**src/rtl/five_point_interval_halving_search_macros.svh**
```systemverilog
// Assertion macros for the five-point interval halving search block.
`ifndef FIVE_POINT_INTERVAL_HALVING_SEARCH_MACROS_SVH
`define FIVE_POINT_INTERVAL_HALVING_SEARCH_MACROS_SVH

`ifndef ASSERT_OFF
// Plain property, checked on every rising clock edge outside reset.
`define FPIHS_ASSERT(lbl, clk, rstn, prop, msg) \
	lbl: assert property (@(posedge clk) disable iff (!rstn) (prop)) else $error(msg);
// Implication: when ante holds, cons must hold in the next cycle.
`define FPIHS_ASSERT_NEXT(lbl, clk, rstn, ante, cons, msg) \
	lbl: assert property (@(posedge clk) disable iff (!rstn) (ante) |=> (cons)) else $error(msg);
`else
`define FPIHS_ASSERT(lbl, clk, rstn, prop, msg)
`define FPIHS_ASSERT_NEXT(lbl, clk, rstn, ante, cons, msg)
`endif

`endif

```
**src/rtl/fpihs_pkg.sv**
```systemverilog
// Shared constants and codes for the five-point interval halving search.
package fpihs_pkg;

	localparam int POINT_WIDTH = 32;
	localparam int VALUE_WIDTH = 32;
	localparam int ROUND_WIDTH = 8;

	localparam logic [ROUND_WIDTH-1:0] ROUND_LIMIT_RESET = 8'd16;

	// command field of an input item
	localparam logic CMD_START = 1'b0;
	localparam logic CMD_VALUE = 1'b1;

	// result_kind field of a result item
	localparam logic KIND_REQUEST = 1'b0;
	localparam logic KIND_ANSWER  = 1'b1;

endpackage

```
**src/rtl/fpihs_if.sv**
```systemverilog
// Channel interfaces: command items in, request/answer items out.
interface fpihs_cmd_if #(
	parameter int POINT_WIDTH = fpihs_pkg::POINT_WIDTH
);
	logic                                   valid;
	logic                                   ready;
	logic                                   command;
	logic signed [POINT_WIDTH-1:0]          left_end;
	logic signed [POINT_WIDTH-1:0]          right_end;
	logic signed [fpihs_pkg::VALUE_WIDTH-1:0] func_value;

	modport source (output valid, command, left_end, right_end, func_value, input ready);
	modport sink   (input valid, command, left_end, right_end, func_value, output ready);
endinterface

interface fpihs_rsp_if #(
	parameter int POINT_WIDTH = fpihs_pkg::POINT_WIDTH
);
	logic                          valid;
	logic                          ready;
	logic                          result_kind;
	logic signed [POINT_WIDTH-1:0] point;

	modport source (output valid, result_kind, point, input ready);
	modport sink   (input valid, result_kind, point, output ready);
endinterface

```
**src/rtl/five_point_interval_halving_search.sv**
```systemverilog
// Five-point interval halving search controller (top level).
//
// Usage: send a start item (command = start) on cmd with the left and right
// ends of the interval, signed Q16.16. The block answers on rsp with a
// request item naming a point; the user evaluates the function there and
// returns the value in a value item (command = value). Points are asked in
// the order left, centre, right, then two quarter points per round. When the
// least of the five samples sits at an end, or round_limit rounds are done,
// rsp carries an answer item instead of a request. A value item while idle
// is dropped without result; a start item restarts the search at any time.
// round_limit is written through round_limit_we/round_limit_wdata.
// A result is registered and appears on rsp in the cycle after its item is accepted.
// Throughput: one item per cycle while rsp is not stalled; all work sits
// between the cmd handshake and a single result register, so one midpoint
// adder and the five-way compare set the cycle.
// Stall: cmd.ready stays high while the result register is empty or being
// taken, so a stalled receiver holds the result and blocks new items.
// Reset: arst_n clears the search to idle, round_limit to 16, result empty.
module five_point_interval_halving_search #(
	parameter int POINT_WIDTH = fpihs_pkg::POINT_WIDTH
) (
	input  logic                             clk,
	input  logic                             arst_n,
	fpihs_cmd_if.sink                        cmd,
	fpihs_rsp_if.source                      rsp,
	input  logic                             round_limit_we,
	input  logic [fpihs_pkg::ROUND_WIDTH-1:0] round_limit_wdata
);

	localparam int VW = fpihs_pkg::VALUE_WIDTH;
	localparam int RW = fpihs_pkg::ROUND_WIDTH;

	typedef enum logic [2:0] {
		PH_IDLE   = 3'd0,
		PH_LEFT   = 3'd1,
		PH_CENTRE = 3'd2,
		PH_RIGHT  = 3'd3,
		PH_Q1     = 3'd4,
		PH_Q3     = 3'd5
	} phase_t;

	typedef logic signed [POINT_WIDTH-1:0] point_t;
	typedef logic signed [VW-1:0]          value_t;

	// Search state: points in order left, q1, centre, q3, right.
	phase_t          phase_q;
	logic [RW-1:0]   rounds_q;
	logic [RW-1:0]   round_limit_q;
	point_t          pts_q [5];
	value_t          val0_q, val1_q, val2_q, val4_q;

	// Result register
	logic            rsp_valid_q;
	logic            rsp_kind_q;
	point_t          rsp_point_q;

	// Next-state values
	phase_t          phase_d;
	logic [RW-1:0]   rounds_d;
	point_t          pts_d [5];
	value_t          val0_d, val1_d, val2_d, val4_d;
	logic            emit;
	logic            kind_d;
	point_t          point_d;

	logic            accept;
	value_t          v;

	// Five-way argmin over the samples, the third quarter value arriving now
	value_t          cand [5];
	logic [4:0]      win;
	logic [2:0]      best;
	point_t          nl, nc, nr;
	value_t          vl, vc, vr;

	// Shared midpoint adder
	point_t               mid_a, mid_b, mid;
	logic signed [POINT_WIDTH:0] mid_sum;

	logic [RW-1:0]   rounds_inc;
	logic [RW-1:0]   rounds_chk;
	logic            limit_hit;

	assign accept    = cmd.valid && cmd.ready;
	assign cmd.ready = !rsp_valid_q || rsp.ready;
	assign v         = cmd.func_value;

	assign rsp.valid       = rsp_valid_q;
	assign rsp.result_kind = rsp_kind_q;
	assign rsp.point       = rsp_point_q;

	assign cand[0] = val0_q;
	assign cand[1] = val1_q;
	assign cand[2] = val2_q;
	assign cand[3] = v;
	assign cand[4] = val4_q;

	// An entry wins when it is strictly below every earlier one and no later
	// one is strictly below it: the lowest index among equal minima.
	always_comb begin
		for (int i = 0; i < 5; i++) begin
			win[i] = 1'b1;
			for (int j = 0; j < 5; j++) begin
				if (j < i && !(cand[i] < cand[j]))
					win[i] = 1'b0;
				if (j > i && (cand[j] < cand[i]))
					win[i] = 1'b0;
			end
		end
	end

	always_comb begin
		priority if (win[0]) best = 3'd0;
		else if (win[1])     best = 3'd1;
		else if (win[2])     best = 3'd2;
		else if (win[3])     best = 3'd3;
		else                 best = 3'd4;
	end

	// Narrowed triple around an inner winner
	always_comb begin
		unique case (best)
			3'd1: begin
				nl = pts_q[0]; nc = pts_q[1]; nr = pts_q[2];
				vl = val0_q;   vc = val1_q;   vr = val2_q;
			end
			3'd2: begin
				nl = pts_q[1]; nc = pts_q[2]; nr = pts_q[3];
				vl = val1_q;   vc = val2_q;   vr = v;
			end
			default: begin
				nl = pts_q[2]; nc = pts_q[3]; nr = pts_q[4];
				vl = val2_q;   vc = v;        vr = val4_q;
			end
		endcase
	end

	// Operands of the midpoint for whatever this item needs
	always_comb begin
		if (cmd.command == fpihs_pkg::CMD_START) begin
			mid_a = cmd.left_end;
			mid_b = cmd.right_end;
		end else begin
			unique case (phase_q)
				PH_Q1: begin
					mid_a = pts_q[2];
					mid_b = pts_q[4];
				end
				PH_Q3: begin
					mid_a = nl;
					mid_b = nc;
				end
				default: begin
					mid_a = pts_q[0];
					mid_b = pts_q[2];
				end
			endcase
		end
	end

	// Floor of the exact sum halved: one extra bit, drop the lowest
	assign mid_sum = {mid_a[POINT_WIDTH-1], mid_a} + {mid_b[POINT_WIDTH-1], mid_b};
	assign mid     = mid_sum[POINT_WIDTH:1];

	assign rounds_inc = rounds_q + 1'b1;
	assign rounds_chk = (phase_q == PH_Q3) ? rounds_inc : rounds_q;
	assign limit_hit  = rounds_chk >= round_limit_q;

	always_comb begin
		phase_d  = phase_q;
		rounds_d = rounds_q;
		for (int i = 0; i < 5; i++)
			pts_d[i] = pts_q[i];
		val0_d   = val0_q;
		val1_d   = val1_q;
		val2_d   = val2_q;
		val4_d   = val4_q;
		emit     = 1'b0;
		kind_d   = fpihs_pkg::KIND_REQUEST;
		point_d  = pts_q[0];

		if (cmd.command == fpihs_pkg::CMD_START) begin
			// Load the ends, ask for the left end first
			pts_d[0] = cmd.left_end;
			pts_d[4] = cmd.right_end;
			pts_d[2] = mid;
			rounds_d = '0;
			phase_d  = PH_LEFT;
			emit     = 1'b1;
			point_d  = cmd.left_end;
		end else begin
			unique case (phase_q)
				PH_LEFT: begin
					val0_d  = v;
					phase_d = PH_CENTRE;
					emit    = 1'b1;
					point_d = pts_q[2];
				end
				PH_CENTRE: begin
					val2_d  = v;
					phase_d = PH_RIGHT;
					emit    = 1'b1;
					point_d = pts_q[4];
				end
				PH_RIGHT: begin
					val4_d = v;
					emit   = 1'b1;
					if (limit_hit) begin
						phase_d = PH_IDLE;
						kind_d  = fpihs_pkg::KIND_ANSWER;
						point_d = pts_q[2];
					end else begin
						pts_d[1] = mid;
						phase_d  = PH_Q1;
						point_d  = mid;
					end
				end
				PH_Q1: begin
					val1_d   = v;
					pts_d[3] = mid;
					phase_d  = PH_Q3;
					emit     = 1'b1;
					point_d  = mid;
				end
				PH_Q3: begin
					emit = 1'b1;
					if (best == 3'd0 || best == 3'd4) begin
						// Minimum at an end: answer with it
						phase_d = PH_IDLE;
						kind_d  = fpihs_pkg::KIND_ANSWER;
						point_d = (best == 3'd0) ? pts_q[0] : pts_q[4];
					end else begin
						pts_d[0] = nl;
						pts_d[2] = nc;
						pts_d[4] = nr;
						val0_d   = vl;
						val2_d   = vc;
						val4_d   = vr;
						rounds_d = rounds_inc;
						if (limit_hit) begin
							phase_d = PH_IDLE;
							kind_d  = fpihs_pkg::KIND_ANSWER;
							point_d = nc;
						end else begin
							pts_d[1] = mid;
							phase_d  = PH_Q1;
							point_d  = mid;
						end
					end
				end
				default: begin
					// Idle or an unused code: drop the value
					phase_d = PH_IDLE;
				end
			endcase
		end
	end

	always_ff @(posedge clk or negedge arst_n) begin
		if (!arst_n) begin
			phase_q       <= PH_IDLE;
			rounds_q      <= '0;
			round_limit_q <= fpihs_pkg::ROUND_LIMIT_RESET;
			for (int i = 0; i < 5; i++)
				pts_q[i] <= '0;
			val0_q        <= '0;
			val1_q        <= '0;
			val2_q        <= '0;
			val4_q        <= '0;
			rsp_valid_q   <= 1'b0;
			rsp_kind_q    <= fpihs_pkg::KIND_REQUEST;
			rsp_point_q   <= '0;
		end else begin
			if (round_limit_we)
				round_limit_q <= round_limit_wdata;
			if (accept) begin
				phase_q  <= phase_d;
				rounds_q <= rounds_d;
				for (int i = 0; i < 5; i++)
					pts_q[i] <= pts_d[i];
				val0_q      <= val0_d;
				val1_q      <= val1_d;
				val2_q      <= val2_d;
				val4_q      <= val4_d;
				rsp_valid_q <= emit;
				if (emit) begin
					rsp_kind_q  <= kind_d;
					rsp_point_q <= point_d;
				end
			end else if (rsp.ready) begin
				rsp_valid_q <= 1'b0;
			end
		end
	end

`include "five_point_interval_halving_search_macros.svh"

	`FPIHS_ASSERT_NEXT(a_start_asks_left, clk, arst_n, accept && cmd.command == fpihs_pkg::CMD_START, rsp_valid_q && rsp_kind_q == fpihs_pkg::KIND_REQUEST && rsp_point_q == $past(cmd.left_end) && phase_q == PH_LEFT, "start item did not request the left end")
	`FPIHS_ASSERT_NEXT(a_idle_value_dropped, clk, arst_n, accept && cmd.command == fpihs_pkg::CMD_VALUE && phase_q == PH_IDLE, !rsp_valid_q && phase_q == PH_IDLE, "value item while idle produced a result")
	`FPIHS_ASSERT_NEXT(a_answer_ends_search, clk, arst_n, accept && emit && kind_d == fpihs_pkg::KIND_ANSWER, phase_q == PH_IDLE && rsp_kind_q == fpihs_pkg::KIND_ANSWER, "answer issued but search not idle")
	`FPIHS_ASSERT_NEXT(a_q1_asks_q3, clk, arst_n, accept && cmd.command == fpihs_pkg::CMD_VALUE && phase_q == PH_Q1, phase_q == PH_Q3 && rsp_valid_q && rsp_kind_q == fpihs_pkg::KIND_REQUEST, "first quarter value did not request the third quarter")

endmodule
```
**src/flat_wrapper.sv**
```systemverilog
// flat-port wrapper written by rule: the top's interface ports become plain ports
module five_point_interval_halving_search_flat 
#(
	parameter int POINT_WIDTH = fpihs_pkg::POINT_WIDTH
)
  (clk, arst_n, round_limit_we, round_limit_wdata, cmd_valid, cmd_command, cmd_left_end, cmd_right_end, cmd_func_value, cmd_ready, rsp_valid, rsp_result_kind, rsp_point, rsp_ready);
  fpihs_cmd_if #(.POINT_WIDTH(POINT_WIDTH)) cmd_i ();
  fpihs_rsp_if #(.POINT_WIDTH(POINT_WIDTH)) rsp_i ();
  input  logic clk;
  input  logic arst_n;
  input  logic round_limit_we;
  input  logic [fpihs_pkg::ROUND_WIDTH-1:0] round_limit_wdata;
  input wire logic [$bits(cmd_i.valid)-1:0] cmd_valid;
  input wire logic [$bits(cmd_i.command)-1:0] cmd_command;
  input wire logic [$bits(cmd_i.left_end)-1:0] cmd_left_end;
  input wire logic [$bits(cmd_i.right_end)-1:0] cmd_right_end;
  input wire logic [$bits(cmd_i.func_value)-1:0] cmd_func_value;
  output wire logic [$bits(cmd_i.ready)-1:0] cmd_ready;
  output wire logic [$bits(rsp_i.valid)-1:0] rsp_valid;
  output wire logic [$bits(rsp_i.result_kind)-1:0] rsp_result_kind;
  output wire logic [$bits(rsp_i.point)-1:0] rsp_point;
  input wire logic [$bits(rsp_i.ready)-1:0] rsp_ready;
  assign cmd_i.valid = cmd_valid;
  assign cmd_i.command = cmd_command;
  assign cmd_i.left_end = cmd_left_end;
  assign cmd_i.right_end = cmd_right_end;
  assign cmd_i.func_value = cmd_func_value;
  assign cmd_ready = cmd_i.ready;
  assign rsp_valid = rsp_i.valid;
  assign rsp_result_kind = rsp_i.result_kind;
  assign rsp_point = rsp_i.point;
  assign rsp_i.ready = rsp_ready;
  five_point_interval_halving_search #(.POINT_WIDTH(POINT_WIDTH)) u_core (.clk(clk), .arst_n(arst_n), .cmd(cmd_i), .rsp(rsp_i), .round_limit_we(round_limit_we), .round_limit_wdata(round_limit_wdata));
endmodule
```
**config.mk**
```make
export PLATFORM = sky130hd
export DESIGN_NAME = five_point_interval_halving_search_flat
export DESIGN_NICKNAME = d
export VERILOG_FILES = /design/src/rtl/fpihs_pkg.sv /design/src/rtl/fpihs_if.sv /design/src/rtl/five_point_interval_halving_search.sv /design/src/flat_wrapper.sv
export VERILOG_INCLUDE_DIRS = /design/src /design/src/rtl
export SDC_FILE = /design/constraint.sdc
export NUM_CORES = 2
export LEC_CHECK = 0
export ABC_AREA = 1
export BUFFER_PORTS_ARGS = -buffer_cell sky130_fd_sc_hd__buf_2
export CAP_MARGIN = 20
export CORE_MARGIN = 2
export CORE_UTILIZATION = 45
export CTS_CLUSTER_SIZE = 14
export DETAILED_ROUTE_END_ITERATION = 16
export GPL_TIMING_DRIVEN = 0
export HOLD_SLACK_MARGIN = 0.02
export PLACE_DENSITY = 0.63
export SYNTH_ARGS = -nofsm -noshare
export SYNTH_HDL_FRONTEND = slang
export SYNTH_SLANG_ARGS = --single-unit
```
**constraint.sdc**
```tcl
create_clock -name clk -period 7.7 [get_ports clk]
set_clock_uncertainty 0.1 [all_clocks]
set_input_delay 0 -clock clk [delete_from_list [all_inputs] [get_ports clk]]
set_output_delay 0 -clock clk [all_outputs]
set_load 0.02 [all_outputs]
```
# Word-level counts from Yosys, hierarchy flattened
# Index checks and enable logic that the tools add are counted.
# op_classes
n_addsub	2
multipliers	0
div	0
n_lt_le_gt_ge	11
eq_ne	15
shifts	0
muxes	68
bitwise_logic	0
reduce_logical	18
# ops
op	n
one-hot mux 32 bit (2 select lines)	12
two-way mux 32 bit	18
< comparator 32 bit	10
one-hot mux 32 bit (5 select lines)	1
two-way mux 96 bit	1
adder 32 x 32 -> 33 bit	1
two-way mux 8 bit	4
two-way mux 1 bit	23
two-way mux 3 bit	7
one-hot mux 3 bit (5 select lines)	1
AND reduction 5 bit	3
equality test 3 x 2 -> 1 bit, second input constant	3
equality test 3 bit, second input constant	3
adder 8 x 1 -> 8 bit, second input constant	1
>= comparator 8 bit	1
inequality test 2 bit, second input constant	4
AND reduction 4 bit	2
nonzero test 2 bit	4
equality test 3 x 1 -> 1 bit, second input constant	2
AND reduction 3 bit	2
OR reduction 5 bit	1
logical NOT 3 bit	1
inequality test 3 x 1 -> 1 bit, second input constant	1
inequality test 3 bit, second input constant	1
other kinds (6)	7
# totals
ff_bits	341
latch_bits	0
ramBits	0
mem_bits_ro	0
inputBits	110
output_inout_bits	35
memories	0

# Longest topological paths before layout
# depth
depth_word	18
ltp_mapped	43

# Least setup slack after synthesis
# No wires, ideal clock.
# synth_path
path_kind	register -> register
startpoint	reg u_core.val1_q[25]
endpoint	reg u_core.rsp_point_q[21], in the netlist u_core.rsp.point[21]
arrival_time_ps	5224
t_required_ps	7473
setup_slack_ps	2249
stages_incl_launch_ff	37
path_buffers	3
synth_period_minus_slack_ps	5451
cell_sequence	dfrtp_1 inv_1 ha_1 nand2_1 inv_1 o21ai_1 nand2_1 nand2_1 o211ai_1 a21oi_2 nand2_1 nand2_1 nand2_4 nand4_4 buf_2 clkbuf_1 buf_2 o22ai_1 a21oi_1 o21ai_0 a21oi_1 o21ai_0 ha_1 a21oi_1 inv_1 a31oi_1 o21ai_0 a21oi_1 nor2_1 nor2_1 o21ai_0 xor2_1 or2_2 a221oi_1 o21ai_0 o211ai_1 a21oi_1
# synth_between
elab_chain_len	17
elab_cells_between_ends	40
# synth_rtl
element	line	rtl
from (decl)	five_point_interval_halving_search.sv:50	value_t val0_q, val1_q, val2_q, val4_q;
from (signal assigned)	five_point_interval_halving_search.sv:282	val1_q <= val1_d;
< comparator 32 bit	five_point_interval_halving_search.sv:104, five_point_interval_halving_search.sv:106	
two-way mux 1 bit (2 in series)	five_point_interval_halving_search.sv:104	if (j < i && !(cand[i] < cand[j]))
two-way mux 1 bit	five_point_interval_halving_search.sv:106	if (j > i && (cand[j] < cand[i]))
two-way mux 3 bit	five_point_interval_halving_search.sv:116	else if (win[3]) best = 3'd3;
two-way mux 3 bit	five_point_interval_halving_search.sv:115	else if (win[2]) best = 3'd2;
two-way mux 3 bit	five_point_interval_halving_search.sv:114	else if (win[1]) best = 3'd1;
two-way mux 3 bit *	five_point_interval_halving_search.sv:113	priority if (win[0]) best = 3'd0;
equality test 3 x 2 -> 1 bit or equality test 3 x 1 -> 1 bit (tied branches)	five_point_interval_halving_search.sv:122	unique case (best)
one-hot mux 32 bit (2 select lines)	five_point_interval_halving_search.sv:122	
one-hot mux 32 bit (2 select lines)	five_point_interval_halving_search.sv:144	unique case (phase_q)
two-way mux 32 bit	five_point_interval_halving_search.sv:140	if (cmd.command == fpihs_pkg::CMD_START) begin
adder 32 x 32 -> 33 bit	five_point_interval_halving_search.sv:162	assign mid_sum = {mid_a[POINT_WIDTH-1], mid_a} + {mid_b[POINT_WIDTH-1], mid_b};
two-way mux 32 bit	five_point_interval_halving_search.sv:240	if (limit_hit) begin
two-way mux 32 bit	five_point_interval_halving_search.sv:227	if (best == 3'd0 || best == 3'd4) begin
one-hot mux 32 bit (5 select lines) *	five_point_interval_halving_search.sv:192	unique case (phase_q)
two-way mux 32 bit *	five_point_interval_halving_search.sv:182	if (cmd.command == fpihs_pkg::CMD_START) begin
to (signal assigned)	five_point_interval_halving_search.sv:288	rsp_point_q <= point_d;
to (decl)	five_point_interval_halving_search.sv:55	point_t rsp_point_q;
# Mark *: on every way between the ends. The rest lies on a longest branch, timed or not.
# A chain may end at the register's enable or synchronous reset.

# Worst setup path in the final report
# layout_path
startpoint	reg u_core.phase_q[2]
endpoint	reg u_core.rsp_point_q[27], in the netlist u_core.rsp.point[27]
# layout_between
elab_chain_len	8
elab_cells_between_ends	21
# layout_rtl
element	line	rtl
from (decl)	five_point_interval_halving_search.sv:46	phase_t phase_q;
from (signal assigned)	five_point_interval_halving_search.sv:277	phase_q <= phase_d;
equality test 3 bit, on equally long branches	five_point_interval_halving_search.sv:144, five_point_interval_halving_search.sv:166, five_point_interval_halving_search.sv:192	
one-hot mux 32 bit (2 select lines)	five_point_interval_halving_search.sv:144	
two-way mux 32 bit	five_point_interval_halving_search.sv:140	
adder 32 x 32 -> 33 bit	five_point_interval_halving_search.sv:162	
two-way mux 32 bit	five_point_interval_halving_search.sv:240	
two-way mux 32 bit	five_point_interval_halving_search.sv:227	
one-hot mux 32 bit (5 select lines)	five_point_interval_halving_search.sv:192	
two-way mux 32 bit	five_point_interval_halving_search.sv:182	
# Parallel ways exist; a longest one is shown, timed or not.

==> out/results.tsv <==
metric	value	unit
critical path arrival	8.15	ns
Worst Hold Path Cells	3	
Num CTS Buffers	45	
post-synthesis register bit count	341	
Slew Viols, Final	0	
clock power share	15.2	%
Clock Path Buffers	3	
Worst-Margin Slew	1.29	ns
drt pass-1 iters	8	
CP startpoint kind	flop	
root buf cell	clkbuf_16	
Final period util	101	%
Max-cap violations	0	
CP required	8.08	ns
Core Rows	93	
sequential fraction of the synthesis area	29.0	%
Worst-Skew Late Latency	0.62	ns
ys async rst share	100	%
top post-synthesis cells by area	dfrtp_1 29%, ha_1 15%, o21ai_0 12%	
Hold Crit Class	input port to flop	
Distinct cells, synth	66	
routability congestion estimate	1.07	
combinational power share	61.7	%
sequential share of power	23.1	%
Cells after Synth	4146	
leak pwr	16.4	nW
DR vias	34031	
largest net degree at the start of global routing	112	
Antenna Violating Nets Remaining	0	
total length of routed wires	144	mm
Syn-to-layout area delta	16.8	%
clk slew on worst S/H paths	0.06	ns
final worst slack	-0.0652	ns
commonest non-fill, non-tap cell in the layout	nand2_1	
Syn Std Cell Area	29400	sq um
DP Worst Slack	-0.423	ns
RSZ-0062 raised after global routing	no	
total power	0.0149	W
vias in the first global route	31076	
final hold vios	0	
first-pass GRT wire length	207	mm
Pint	0.00684	W
Fill cells	6468	
outcome	complete, but fails checks	
Syn Nets	4607	
initial DRC count	5206	
port buffer count	143	
Net Switching	0.00805	W
Worst slew margin	14.1	%
failing checks	negative setup slack	
die height	260	um
cells on worst reg2reg path	22	
post-layout min period	7.77	ns
Critical Path End Type	flop	
clk sink count	341	
Post-synth EDFFs	0	
Synth top area share	28.9	%
Starting Density	45.5	%
Vias/cell	6.34	
Syn Area/Cell	7.09	sq um
Syn. warnings	0	
Die ar.	67400	sq um
layout cells sized above 1	7.99	%
CP Class	flop to flop	
worst-path fanout max	10	
NumNets Final	4937	
Die X	260	um
CTS tree	yes	
I/O pin count	145	
initial antenna violation count	6	
HPWL Detailed	104	mm
CTS H-tree lvls	2	
sequential cell area	8530	sq um
f_max	129	MHz
DRC Markers	0	
Fin Setup TNS	-0.111	ns
Pwr Density	434	nW/um^2
commonest non-fill, non-tap cells in the layout	793 x nand2_1, 676 x o21ai_0, 497 x a21oi_1	
leading area contributor after synthesis	dfrtp_1	
switching share of power	54.1	%
Synth Flop Type	dfrtp_1	
core footprint	64600	sq um
peak supply drop	0.000243	V
Multi-input gate area	18300	sq um
Setup-failing EPs final	3	
GRT Overall Usage	41.7	%
Remaining Overflow, GRT	0	
Routed wire per std cell	26.8	um
Final Core Density	53.2	%
-- synth_stat cells (33+ instances only) --
library cell and count:
clkbuf_1 159, o22ai_1 119, a21oi_1 499, dfrtp_1 340
a221oi_1 38, nand3_1 81, inv_1 455, nand4_1 36
nand2_1 794, o21ai_0 682, buf_2 39, ha_1 350
nor2_1 196, o211ai_1 68, o21ai_1 33
-- power by group through the flow --
| stage | logic [W] | clock network (W) | registers, W |
|---|---|---|---|
| 2_1_floorplan | 0.00568 | 0 | 0.00324 |
| 3_3_place_gp | 0.00843 | 0 | 0.00341 |
| 3_5_place_dp | 0.00855 | 0 | 0.00340 |
| 4_1_cts | 0.00867 | 0.00227 | 0.00338 |
| 5_1_grt | 0.00996 | 0.00233 | 0.00351 |
| 6_report | 0.00918 | 0.00227 | 0.00344 |
-- stage by stage --
| step | area, sq um | cells | hold WS (ns) |
|---|---|---|---|
| floorplan | 29400 | 4146 | -0.396 |
| global placement | 31200 | 5144 | 0.114 |
| detailed placement | 31300 | 5149 | -0.140 |
| CTS | 34100 | 5355 | 0.0849 |
| global route | 34300 | 5364 | 0.141 |
| finish | 34300 | 5365 | 0.116 |
-- metal layers --
metal	wire (um)	GRT usage, %	vias up
met5	91	0.783	-
met4	8610	21.4	10
met3	21800	15.7	588
met2	55700	57.2	2608
met1	57500	56.6	15784
li1	-	-	15041
-- cell type report --
| type | count | area share (%) |
|---|---|---|
| tap | 855 | 3.12 |
| sequential | 341 | 24.9 |
| buffer | 221 | 2.68 |
| clock buffer | 64 | 3.81 |
| antenna | 2 | 0.0146 |
| clock inverter | 15 | 0.616 |
| multi-input combinational | 3117 | 53.3 |
| inverter | 467 | 5.12 |
| timing repair buffer | 283 | 6.49 |
-- registers in the layout (all words and copies together) (netlist names) --
signal	count
u_core.round_limit_q	8
u_core.val0_q	32
u_core.rsp.result_kind	1
u_core.val2_q	32
u_core.val1_q	32
u_core.phase_q	3
u_core.val4_q	32
u_core.rounds_q	8
u_core.rsp.valid	1
u_core.rsp.point	32
u_core.pts_q	160
-- worst paths after layout --
| check | from | end | slack [ns] |
|---|---|---|---|
| worst min-delay path | round_limit_we | u_core.round_limit_q[7]$_DFFE_PN0P_ | 0.12 |
| min in group asynchronous | arst_n | u_core.round_limit_q[4]$_DFFE_PN1P_ | 0.46 |
| max in group asynchronous | arst_n | u_core.pts_q[46]$_DFFE_PN0P_ | 6.42 |
| worst max register to register | u_core.phase_q[2]$_DFFE_PN0P_ | u_core.rsp.point[27]$_DFFE_PN0P_ | -0.07 |
| worst min register to register | u_core.pts_q[107]$_DFFE_PN0P_ | u_core.pts_q[107]$_DFFE_PN0P_ | 0.39 |
| worst max-delay path | u_core.phase_q[2]$_DFFE_PN0P_ | u_core.rsp.point[27]$_DFFE_PN0P_ | -0.07 |
-- cell families after synthesis --
group	Yosys count	synth area share, %
xor+xnor	27	0.970
compound gates	1536	28.8
buf+inv	688	9.00
mux	7	0.268
flops	341	29.0
simple gates	1196	17.0
fa+ha+maj	351	15.0
-- what timing repair did --
item,4_1_cts,5_1_grt
resized for setup,11,27
pin swaps,0,2
endpoints found under the setup margin,9,14
hold endpoints to repair,577,0
buffers inserted,0,2
hold buffers,127,0
-- worst max-delay path: stages (launching register included) --
cell      delay [ns]
dfrtp_1         0.36
inv_1           0.08
nor2_2          0.33
clkinv_1        0.55
nor2_1          0.87
clkbuf_1        0.92
clkbuf_1        0.63
a21oi_1         0.16
o22ai_1         0.62
ha_1            0.43
a21oi_1         0.40
inv_1           0.08
nor2_1          0.11
inv_1           0.06
a221oi_1        0.44
a21o_1          0.17
nand2_1         0.21
o21ai_0         0.25
o211ai_1        0.13
a21oi_1         0.18
o21ai_0         0.13
o211ai_1        0.30
a21oi_1         0.09
Power figures use the tool's default switching activity.
